## config.mk

```make
export PLATFORM = sky130hd
export DESIGN_NAME = cpio_newc_stream_deframer_top
export DESIGN_NICKNAME = d
export VERILOG_FILES = /design/src/hw/rtl/cnsd_pkg.sv /design/src/hw/rtl/cpio_newc_stream_deframer_top.sv /design/src/hw/rtl/cnsd_parser.sv
export SDC_FILE = /design/constraint.sdc
export NUM_CORES = 1
export LEC_CHECK = 0
export BUFFER_PORTS_ARGS = -buffer_cell sky130_fd_sc_hd__buf_2
export CORE_UTILIZATION = 40
export CTS_BUF_LIST = sky130_fd_sc_hd__clkbuf_16
export DETAILED_ROUTE_END_ITERATION = 10
export PLACE_DENSITY = 0.58
export SLEW_MARGIN = 0
export SYNTH_ARGS = -nofsm -noshare
export SYNTH_HDL_FRONTEND = slang
export SYNTH_SLANG_ARGS = --single-unit
```

## constraint.sdc

```tcl
create_clock -name clk_i -period 5.3 [get_ports clk_i]
set_clock_uncertainty 0.2 [all_clocks]
set_input_delay 0.265 -clock clk_i [delete_from_list [all_inputs] [get_ports clk_i]]
set_output_delay 0.265 -clock clk_i [all_outputs]
set_load 0.005 [all_outputs]
```

## src/hw/rtl/cnsd_pkg.sv

```systemverilog
package cnsd_pkg;

  localparam int unsigned MagicLen   = 6;
  localparam int unsigned TrailerLen = 11;

  localparam logic [7:0] MagicPat [MagicLen] = '{8'h30, 8'h37, 8'h30, 8'h37, 8'h30, 8'h31};

  // "TRAILER!!!" and its NUL
  localparam logic [7:0] TrailerPat [TrailerLen] = '{
    8'h54, 8'h52, 8'h41, 8'h49, 8'h4c, 8'h45, 8'h52, 8'h21, 8'h21, 8'h21, 8'h00
  };

  localparam logic [3:0] FieldFileSize = 4'd6;
  localparam logic [3:0] FieldNameSize = 4'd11;
  localparam logic [3:0] FieldLast     = 4'd12;

  localparam logic [2:0] KindDigit     = 3'd0;
  localparam logic [2:0] KindFieldDone = 3'd1;
  localparam logic [2:0] KindNameByte  = 3'd2;
  localparam logic [2:0] KindNamePad   = 3'd3;
  localparam logic [2:0] KindDataByte  = 3'd4;
  localparam logic [2:0] KindDataPad   = 3'd5;
  localparam logic [2:0] KindEnded     = 3'd6;
  localparam logic [2:0] KindError     = 3'd7;

  localparam logic [1:0] ErrNone      = 2'd0;
  localparam logic [1:0] ErrBadMagic  = 2'd1;
  localparam logic [1:0] ErrBadDigit  = 2'd2;
  localparam logic [1:0] ErrNameLong  = 2'd3;

  typedef enum logic [5:0] {
    PhHeader = 6'b000001,
    PhName   = 6'b000010,
    PhData   = 6'b000100,
    PhPad    = 6'b001000,
    PhEnded  = 6'b010000,
    PhError  = 6'b100000
  } phase_e;

  typedef struct packed {
    logic [2:0]  kind;
    logic [3:0]  field_index;
    logic [31:0] value;
    logic        is_trailer;
    logic [1:0]  error_code;
  } result_t;

  // {valid, nibble}
  function automatic logic [4:0] hex_digit(input logic [7:0] b);
    logic [4:0] r;
    r = 5'd0;
    if (b >= 8'h30 && b <= 8'h39) begin
      r = {1'b1, 4'(b - 8'h30)};
    end else if (b >= 8'h61 && b <= 8'h66) begin
      r = {1'b1, 4'(b - 8'h57)};
    end else if (b >= 8'h41 && b <= 8'h46) begin
      r = {1'b1, 4'(b - 8'h37)};
    end
    return r;
  endfunction

endpackage

```

## src/hw/rtl/cpio_newc_stream_deframer_top.sv

```systemverilog
// cpio newc deframer: takes archive bytes and returns one classified result
// per byte, in the cycle after the byte's transfer. The whole parse step for
// a byte is one pass of counter and compare logic into a single output
// register, so a byte is accepted every cycle the output register is empty
// or being drained; sustained rate is one byte per clock while the output is
// not stalled. A bad magic, a non-hex header digit or a name region over
// MAX_NAME_REGION latches an error reported on every later byte until reset;
// after the trailer entry every byte is reported as ended.
module cpio_newc_stream_deframer_top #(
  parameter int unsigned MAX_NAME_REGION = 4096
) (
  input  logic        clk_i,
  input  logic        rst_ni,
  input  logic        s_axis_tvalid_i,
  output logic        s_axis_tready_o,
  input  logic [7:0]  s_axis_tdata_i,   // [7:0] in_byte
  output logic        m_axis_tvalid_o,
  input  logic        m_axis_tready_i,
  output logic [39:0] m_axis_tdata_o,   // [3:0] field_index, [35:4] value,
                                        // [37:36] error_code, [39:38] zero
  output logic [2:0]  m_axis_tuser_o,   // [2:0] kind
  output logic        m_axis_tlast_o    // is_trailer
);

  logic              step;
  logic              out_valid_q;
  cnsd_pkg::result_t res;
  cnsd_pkg::result_t out_q;

  assign s_axis_tready_o = !out_valid_q || m_axis_tready_i;
  assign step            = s_axis_tvalid_i && s_axis_tready_o;

  cnsd_parser #(
    .MAX_NAME_REGION(MAX_NAME_REGION)
  ) u_parser (
    .clk_i   (clk_i),
    .rst_ni  (rst_ni),
    .step_i  (step),
    .byte_i  (s_axis_tdata_i),
    .result_o(res)
  );

  always_ff @(posedge clk_i or negedge rst_ni) begin
    if (!rst_ni) begin
      out_valid_q <= 1'b0;
    end else if (s_axis_tready_o) begin
      out_valid_q <= s_axis_tvalid_i;
    end
  end

  always_ff @(posedge clk_i) begin
    if (step) begin
      out_q <= res;
    end
  end

  assign m_axis_tvalid_o = out_valid_q;
  assign m_axis_tdata_o  = {2'b00, out_q.error_code, out_q.value, out_q.field_index};
  assign m_axis_tuser_o  = out_q.kind;
  assign m_axis_tlast_o  = out_q.is_trailer;

endmodule

```

## src/hw/rtl/cnsd_parser.sv

```systemverilog
module cnsd_parser #(
  parameter int unsigned MAX_NAME_REGION = 4096
) (
  input  logic                clk_i,
  input  logic                rst_ni,
  input  logic                step_i,
  input  logic [7:0]          byte_i,
  output cnsd_pkg::result_t   result_o
);

  localparam int unsigned RW = $clog2(MAX_NAME_REGION + 1);

  cnsd_pkg::phase_e phase_q, phase_d;
  logic [6:0]    header_pos_q, header_pos_d;
  logic [31:0]   hex_accum_q, hex_accum_d;
  logic [31:0]   name_length_q, name_length_d;
  logic [RW-1:0] region_left_q, region_left_d;
  logic [RW-1:0] name_seen_q, name_seen_d;
  logic [31:0]   data_left_q, data_left_d;
  logic [1:0]    pad_left_q, pad_left_d;
  logic          trailer_match_q, trailer_match_d;
  logic [1:0]    error_kind_q, error_kind_d;

  logic [4:0]    hex;
  logic [6:0]    hdr_k;
  logic [31:0]   accum_next;
  logic [33:0]   fsz;
  logic [RW-1:0] region_dec;
  logic [31:0]   data_dec;
  logic [1:0]    raise;
  logic          tm_next;
  logic [1:0]    pad_after_name;

  always_comb begin
    hex            = cnsd_pkg::hex_digit(byte_i);
    hdr_k          = header_pos_q - 7'd6;
    accum_next     = {hex_accum_q[27:0], hex[3:0]};
    fsz            = (({2'b00, name_length_q} + 34'd1) & ~34'd3) + 34'd2;
    region_dec     = (region_left_q != '0) ? region_left_q - RW'(1) : '0;
    data_dec       = (data_left_q != '0) ? data_left_q - 32'd1 : '0;
    pad_after_name = 2'(32'd0 - data_left_q);
    tm_next        = trailer_match_q;
    if (name_seen_q < RW'(cnsd_pkg::TrailerLen) &&
        byte_i != cnsd_pkg::TrailerPat[name_seen_q[3:0]]) begin
      tm_next = 1'b0;
    end

    phase_d         = phase_q;
    header_pos_d    = header_pos_q;
    hex_accum_d     = hex_accum_q;
    name_length_d   = name_length_q;
    region_left_d   = region_left_q;
    name_seen_d     = name_seen_q;
    data_left_d     = data_left_q;
    pad_left_d      = pad_left_q;
    trailer_match_d = trailer_match_q;
    error_kind_d    = error_kind_q;
    raise           = cnsd_pkg::ErrNone;

    result_o.kind        = cnsd_pkg::KindError;
    result_o.field_index = 4'd0;
    result_o.value       = {24'd0, byte_i};
    result_o.is_trailer  = 1'b0;
    result_o.error_code  = cnsd_pkg::ErrNone;

    unique case (phase_q)
      cnsd_pkg::PhHeader: begin
        if (header_pos_q < 7'(cnsd_pkg::MagicLen)) begin
          if (byte_i != cnsd_pkg::MagicPat[header_pos_q[2:0]]) begin
            raise = cnsd_pkg::ErrBadMagic;
          end else begin
            result_o.kind = cnsd_pkg::KindDigit;
            header_pos_d  = header_pos_q + 7'd1;
          end
        end else if (!hex[4]) begin
          raise = cnsd_pkg::ErrBadDigit;
        end else if (hdr_k[2:0] != 3'd7) begin
          result_o.kind = cnsd_pkg::KindDigit;
          hex_accum_d   = accum_next;
          header_pos_d  = header_pos_q + 7'd1;
        end else begin
          result_o.kind        = cnsd_pkg::KindFieldDone;
          result_o.field_index = hdr_k[6:3];
          result_o.value       = accum_next;
          hex_accum_d          = 32'd0;
          header_pos_d         = header_pos_q + 7'd1;
          if (hdr_k[6:3] == cnsd_pkg::FieldFileSize) data_left_d = accum_next;
          if (hdr_k[6:3] == cnsd_pkg::FieldNameSize) name_length_d = accum_next;
          if (hdr_k[6:3] >= cnsd_pkg::FieldLast) begin
            if (fsz > 34'(MAX_NAME_REGION)) begin
              raise = cnsd_pkg::ErrNameLong;
            end else begin
              region_left_d   = fsz[RW-1:0];
              name_seen_d     = '0;
              trailer_match_d = 1'b1;
              header_pos_d    = 7'd0;
              phase_d         = cnsd_pkg::PhName;
            end
          end
        end
      end
      cnsd_pkg::PhName: begin
        result_o.kind   = ({{(32-RW){1'b0}}, name_seen_q} < name_length_q) ?
                          cnsd_pkg::KindNameByte : cnsd_pkg::KindNamePad;
        trailer_match_d = tm_next;
        name_seen_d     = name_seen_q + RW'(1);
        region_left_d   = region_dec;
        if (region_dec == '0) begin
          if (tm_next && name_seen_q >= RW'(cnsd_pkg::TrailerLen - 1)) begin
            result_o.is_trailer = 1'b1;
            phase_d             = cnsd_pkg::PhEnded;
          end else begin
            pad_left_d = pad_after_name;
            if (data_left_q != '0) begin
              phase_d = cnsd_pkg::PhData;
            end else if (pad_after_name != 2'd0) begin
              phase_d = cnsd_pkg::PhPad;
            end else begin
              phase_d      = cnsd_pkg::PhHeader;
              header_pos_d = 7'd0;
              hex_accum_d  = 32'd0;
            end
          end
        end
      end
      cnsd_pkg::PhData: begin
        result_o.kind = cnsd_pkg::KindDataByte;
        data_left_d   = data_dec;
        if (data_dec == '0) begin
          if (pad_left_q != 2'd0) begin
            phase_d = cnsd_pkg::PhPad;
          end else begin
            phase_d      = cnsd_pkg::PhHeader;
            header_pos_d = 7'd0;
            hex_accum_d  = 32'd0;
          end
        end
      end
      cnsd_pkg::PhPad: begin
        result_o.kind = cnsd_pkg::KindDataPad;
        pad_left_d    = pad_left_q - 2'd1;
        if (pad_left_q == 2'd1) begin
          phase_d      = cnsd_pkg::PhHeader;
          header_pos_d = 7'd0;
          hex_accum_d  = 32'd0;
        end
      end
      cnsd_pkg::PhEnded: begin
        result_o.kind = cnsd_pkg::KindEnded;
      end
      default: begin
        result_o.kind = cnsd_pkg::KindError;
      end
    endcase

    if (raise != cnsd_pkg::ErrNone) begin
      error_kind_d         = raise;
      phase_d              = cnsd_pkg::PhError;
      result_o.kind        = cnsd_pkg::KindError;
      result_o.field_index = 4'd0;
      result_o.value       = {24'd0, byte_i};
    end

    if (result_o.kind == cnsd_pkg::KindError) result_o.error_code = error_kind_d;
  end

  always_ff @(posedge clk_i or negedge rst_ni) begin
    if (!rst_ni) begin
      phase_q         <= cnsd_pkg::PhHeader;
      header_pos_q    <= '0;
      hex_accum_q     <= '0;
      name_length_q   <= '0;
      region_left_q   <= '0;
      name_seen_q     <= '0;
      data_left_q     <= '0;
      pad_left_q      <= '0;
      trailer_match_q <= 1'b1;
      error_kind_q    <= cnsd_pkg::ErrNone;
    end else if (step_i) begin
      phase_q         <= phase_d;
      header_pos_q    <= header_pos_d;
      hex_accum_q     <= hex_accum_d;
      name_length_q   <= name_length_d;
      region_left_q   <= region_left_d;
      name_seen_q     <= name_seen_d;
      data_left_q     <= data_left_d;
      pad_left_q      <= pad_left_d;
      trailer_match_q <= trailer_match_d;
      error_kind_q    <= error_kind_d;
    end
  end

endmodule

```

* After elaboration in Yosys (flattened, before gate mapping)
Memories as Yosys holds them, arrays and structs flattened.
Cells that the tools add are included.
** Word-level totals
- Memories :: 2
- ROM bits :: 192
- Output and inout port bits :: 46
- Logic and storage cells :: 209
- Flip-flop bits (word level) :: 179
** Memory list
- (no name shown) :: words 16, width 8, read ports 1, clocked after Yosys merged registers in 0, write ports 0, line cnsd_parser.sv:44 : byte_i != cnsd_pkg::TrailerPat[name_seen_q[3:0]]) begin
- (no name shown) :: words 8, width 8, read ports 1, clocked after Yosys merged registers in 0, write ports 0, line cnsd_parser.sv:69 : if (byte_i != cnsd_pkg::MagicPat[header_pos_q[2:0]]) begin
** Operators by class
- Equal/unequal tests :: 35
- Add/sub/neg operators :: 12
- $lt $le $gt $ge :: 14
- Multiplexer cells :: 94
- Reduce and logical (&&, ||, !) cells :: 29
- Bitwise operators :: 6
** Operators with widths (number)
- two-way mux 28 bit :: 10
- two-way mux 32 bit :: 5
- two-way mux 13 bit :: 11
- one-hot mux 28 bit (4 select lines) :: 1
- two-way mux 36 bit :: 3
- two-way mux 7 bit :: 13
- two-way mux 39 bit :: 2
- two-way mux 6 bit :: 11
- one-hot mux 32 bit (2 select lines) :: 1
- one-hot mux 13 bit (2 select lines) :: 2
- adder 34 x 2 -> 34 bit (second input constant) :: 1
- greater-than comparator 34 x 13 -> 1 bit (second input constant) :: 1
- adder 32 x 1 -> 33 bit (second input constant) :: 1
- logical NOT 32 bit :: 1
- < comparator 13 x 32 -> 1 bit :: 1
- two-way mux 8 bit :: 4
- nonzero test 32 bit :: 1
- subtractor 32 x 1 -> 32 bit (second input constant) :: 1
- one-hot mux 7 bit (4 select lines) :: 1
- one-hot mux 6 bit (4 select lines) :: 1
- AND reduction 11 bit :: 2
- two-way mux 2 bit :: 9
- != test 3 x 1 -> 1 bit (second input constant) :: 6
- greater-or-equal comparator 8 x 7 -> 1 bit (second input constant) :: 2
- 53 further kinds :: 99

* Logic depth before layout (Yosys ltp)
- Word-level depth :: 12
- Gate-level depth with buffers :: 13
- Gate-level depth less buffers :: 11

* Modules after synthesis
Synthesis repeated with hierarchy kept, for this count alone.
** Unflattened totals
- Cell total of the unflattened synthesis :: 1186
- Area, all modules :: 10550.1 µm²
** By module, submodules not included
- cnsd_parser :: cells each 1137, area an instance 9216.3 µm², seq. area each 3405.8 µm², instances 1
- cpio_newc_stream_deframer_top :: cells each 49, area an instance 1333.8 µm², seq. area each 1286.2 µm², instances 1

* Worst setup path before layout
No wires, ideal clock.
- Path kind :: reg-to-reg
- Start :: register u_parser.data_left_q[5]
- End :: register u_parser.header_pos_q[4]
- Path slack :: 1.426 ns
- Required time :: 4.974 ns
- Buffers on the path :: 3
- Stages on the path, launching flop included :: 13
- Arrival time :: 3.548 ns
- Cell sequence :: dfrtp_1 buf_2 or4_4 or3_1 buf_2 o31ai_4 o211ai_1 or4_4 a2111oi_4 o21ai_2 or2_1 buf_2 a221o_1
** On the way
- Cells in the longest elaborated chain, start to end :: 5
- Elaborated cells between the ends (all ways) :: 7
** Ends and longest elaborated chain
- start, declared :: line cnsd_parser.sv:19 : logic [31:0] data_left_q, data_left_d;
- start signal, assigned :: line cnsd_parser.sv:186 : data_left_q <= data_left_d;
- subtractor 32 x 1 -> 32 bit / nonzero test 32 bit (equally long branches) :: line cnsd_parser.sv:40, cnsd_parser.sv:114
- two-way mux 32 bit :: line cnsd_parser.sv:40 : data_dec = (data_left_q != '0) ? data_left_q - 32'd1 : '0;
- logical NOT 32 bit :: line cnsd_parser.sv:129 : if (data_dec == '0) begin
- != test 2 x 1 -> 1 bit (no source line)
- AND reduction 11 bit (no source line) (*)
- end signal, assigned :: line cnsd_parser.sv:181 : header_pos_q <= header_pos_d;
- end, declared :: line cnsd_parser.sv:14 : logic [6:0] header_pos_q, header_pos_d;
Mark *: on every way between the ends. The rest lies on a longest branch, timed or not.
A chain may end at the register's enable or synchronous reset.

* Final worst setup path
- Start :: register u_parser.name_length_q[16]
- End :: register u_parser.region_left_q[3]
** On the way
- Cells in the longest elaborated chain, start to end :: 5
** Ends and longest elaborated chain
- start, declared :: line cnsd_parser.sv:16 : logic [31:0] name_length_q, name_length_d;
- start signal, assigned :: line cnsd_parser.sv:183 : name_length_q <= name_length_d;
- adder 32 x 1 -> 33 bit :: line cnsd_parser.sv:38 : fsz = (({2'b00, name_length_q} + 34'd1) & ~34'd3) + 34'd2;
- adder 34 x 2 -> 34 bit :: line cnsd_parser.sv:38
- greater-than comparator 34 x 13 -> 1 bit :: line cnsd_parser.sv:90 : if (fsz > 34'(MAX_NAME_REGION)) begin
- != test 2 bit (no source line)
- AND reduction 7 bit (no source line)
- end signal, assigned :: line cnsd_parser.sv:184 : region_left_q <= region_left_d;
- end, declared :: line cnsd_parser.sv:17 : logic [RW-1:0] region_left_q, region_left_d;
No other way between the ends.

==> summary.txt <==
Routing
  – Routed WL per cell: 19.86 um
  – DRT Pass-1 Iters: 5
  – Vias per inst: about 6.0
  – Routed vias: between 9k and 10k
  – Detail Route Antenna Nets: 0
  – Initial DRC count: a little under 900
  – DRC Markers: 0
  – Total wire length: 32.49 mm

Worst setup path
  – Critical Path Sink Type: flop
  – Crit path max-delay family: simple AND/OR/NAND/NOR gates
  – Worst path slowest cell: a21oi_1
  – Crit-path max FO: 10
  – Critical Path AT: 4630 ps
  – CP cell instances: nand3_1 > or4_1 > a2111oi_0 > nor2_1 > nor4_2 > nor2b_1 > nand4_1 > a21oi_1 > o221ai_1
  – Crit path buf inv count: 0
  – Setup crit start kind: flop
  – Data required, critical path: 5410 ps
  – Largest stage delay on the critical path: 750 ps
  – Crit Path Class: flop to flop

STA
  – Setup ws final: 785.3 ps
  – Final period util: 85.18%
  – Slew @ Worst Pin: 1006 ps
  – RSZ-0062 raised after global routing: no
  – Slew Limit Fails: 0
  – Fmax: between 0.2 and 0.25 GHz
  – Worst hold slack: 24.91 ps
  – Max-slew headroom at the worst pin: between 30 and 40%
  – Endpoints failing setup: 0
  – Fin. Hold Viols: 0
  – Minimum clock period: 4515 ps
  – Fin Setup TNS: 0 ps

Clocking
  – Skew-Pair Late Insertion Delay: 460 ps
  – Postcts setup bufs: 0
  – # hold bufs at CTS: 4
  – Post_cts resized: 0
  – Root Buffer: clkbuf_16
  – TritonCTS buffer count: 17
  – CTS clk-pin slew, worst paths: 80 ps
  – CTS Buffer Depth: 2
  – Clk sinks: 179
  – H-tree levels: 4
  – CTS tree: done

Synth
  – Ys flop type: dfrtp_1
  – Post-synth top area share: a little under a third
  – Syn Std Cell Area: 11020 um^2
  – Count of different cell masters after synthesis: between 80 and 90
  – Ys async rst share: 76.54%
  – Seq/Total Area, Yosys: 42.56%
  – Commonest cells in the netlist: dfrtp_1 (135), nor2_1 (128), nand2_1 (109)
  – Syn_area_per_cell: ~9 um^2
  – Number of synthesized flops with an enable pin: 42
  – Mapped Cells: 1250
  – FF+latch count, synth: around 180
  – Most common cell in the netlist: dfrtp_1
  – Synth area leader: dfrtp_1
  – Dominant cells by area after synthesis: dfrtp_1 (31%), edfxtp_1 (11%), o21ai_0 (4.9%)
  – Yosys warns: 0

Placement
  – Placed instance count: about 1.6k
  – Gpl congestion: 0.9472
  – Final HPWL DP: 23.32 mm
  – PortBufs: 55
  – Place WS: ~900 ps

Die
  – # rows: 60
  – Core area: 27030 um^2
  – Num ports: 58
  – Die ar.: around 28000 um^2
  – Initial Util: between 40% and 50%
  – Die Ht: 168.0 um
  – Die W: 168.0 um

Pwr
  – Worst vdd ir: 0.0002171 V
  – Cell leakage power: 5.310 nW
  – PD cells: about 230 nW/um^2

GRT
  – Vias in the first global route: 9279
  – Largest net degree at the start of global routing: slightly above 80
  – Initial antenna violation count: 0
  – Tot GR Track Use: 23.74%
  – Grt total ovfl: 0
  – First-pass GRT wire length: about 52 mm

Min path
  – Hold/Removal Path Class: input port to flop

Run status
  – Status: complete, no violations

Finish
  – Layout area overhead: 11.45%
  – Final net count: ~1.3k
  – Final Non-Filler Cells: 1636
  – Share of post-route cells with drive strength above 1: around 11%
  – # diodes: 0

Run
  – Max Cap Viol: 0
cells by family after synthesis:
kind of cell               after synthesis  share of synthesized area (%)
xor gates and xnor gates                30                          2.383
muxes                                   46                          4.336
DFF                                    179                          42.56
adders and majority gates               28                          3.178
other                                    1                        0.03402
AOI/OAI and AO/OA                      340                          20.18
and+or+nand+nor                        482                          22.21
buffers and inverters                  144                          5.119
per-stage QoR:
stage	util [%]	power, mW	instance area [um^2]
global placement	43.06	1.581	11640
global route	45.46	2.960	12290
finish	45.46	2.875	12290
floorplan	-	1.518	11030
CTS	45.46	2.891	12290
detailed placement	43.06	1.582	11640
placed cells by master, fill, tap and decap left out, types with 28 or more instances in the layout:
| master | count |
|---|---|
| dfrtp_1 | 135 |
| nor2_1 | 128 |
| nand2_1 | 109 |
| o21ai_0 | 108 |
| inv_1 | 74 |
| a21oi_1 | 58 |
| buf_2 | 54 |
| nand3_1 | 43 |
| edfxtp_1 | 42 |
| nor3_1 | 39 |
| mux2i_1 | 32 |
| ha_1 | 28 |
final timing paths:
path / slack, ps / cells past startpoint / start / end
setup / recovery: 790 / 9 / u_parser.name_length_q[16] / u_parser.region_left_q[3]
hold / removal: 20 / 2 / s_axis_tdata_i[5] / m_axis_tdata_o[9]
setup reg to reg: 790 / 9 / u_parser.name_length_q[16] / u_parser.region_left_q[3]
hold reg to reg: 320 / 2 / u_parser.trailer_match_q / u_parser.trailer_match_q
max in group asynchronous: 3410 / 3 / rst_ni / u_parser.hex_accum_q[19]
min in group asynchronous: 230 / 2 / rst_ni / u_parser.header_pos_q[6]
where the power goes:
part           internal [mW]  total, mW  switching, mW  leakage, nW
combinational         0.0376      0.116         0.0785         2.92
sequential              1.43       1.44         0.0114         2.10
clock                  0.660       1.32          0.660        0.287
final cells by class:
| type | count | area [um^2] |
|---|---|---|
| Clock buffer | 18 | 450.4 |
| Clock inverter | 14 | 158.9 |
| Fill cell | 2640 | 14740 |
| Inverter | 75 | 281.5 |
| Multi-Input combinational cell | 928 | 5791 |
| Sequential cell | 179 | 4692 |
| Tap cell | 341 | 426.7 |
| Timing Repair Buffer | 81 | 486.7 |
metal layers:
metal	vias to the layer above	global-route usage (%)	part of all wire [%]
met1	4693	33.52	47
met5	-	0	0
li1	4651	-	-
met3	43	3.691	5.1
met4	0	6.302	1.9
met2	348	37.81	46
registers in the layout, indices dropped and copies added (netlist names):
register                  count
m_axis_tdata_o               38
m_axis_tlast_o                1
m_axis_tuser_o                3
m_axis_tvalid_o               1
u_parser.data_left_q         32
u_parser.error_kind_q         2
u_parser.header_pos_q         7
u_parser.hex_accum_q         28
u_parser.name_length_q       32
u_parser.name_seen_q         13
u_parser.pad_left_q           2
u_parser.phase_q              6
u_parser.region_left_q       13
u_parser.trailer_match_q      1
Power figures use the tool's default switching activity.
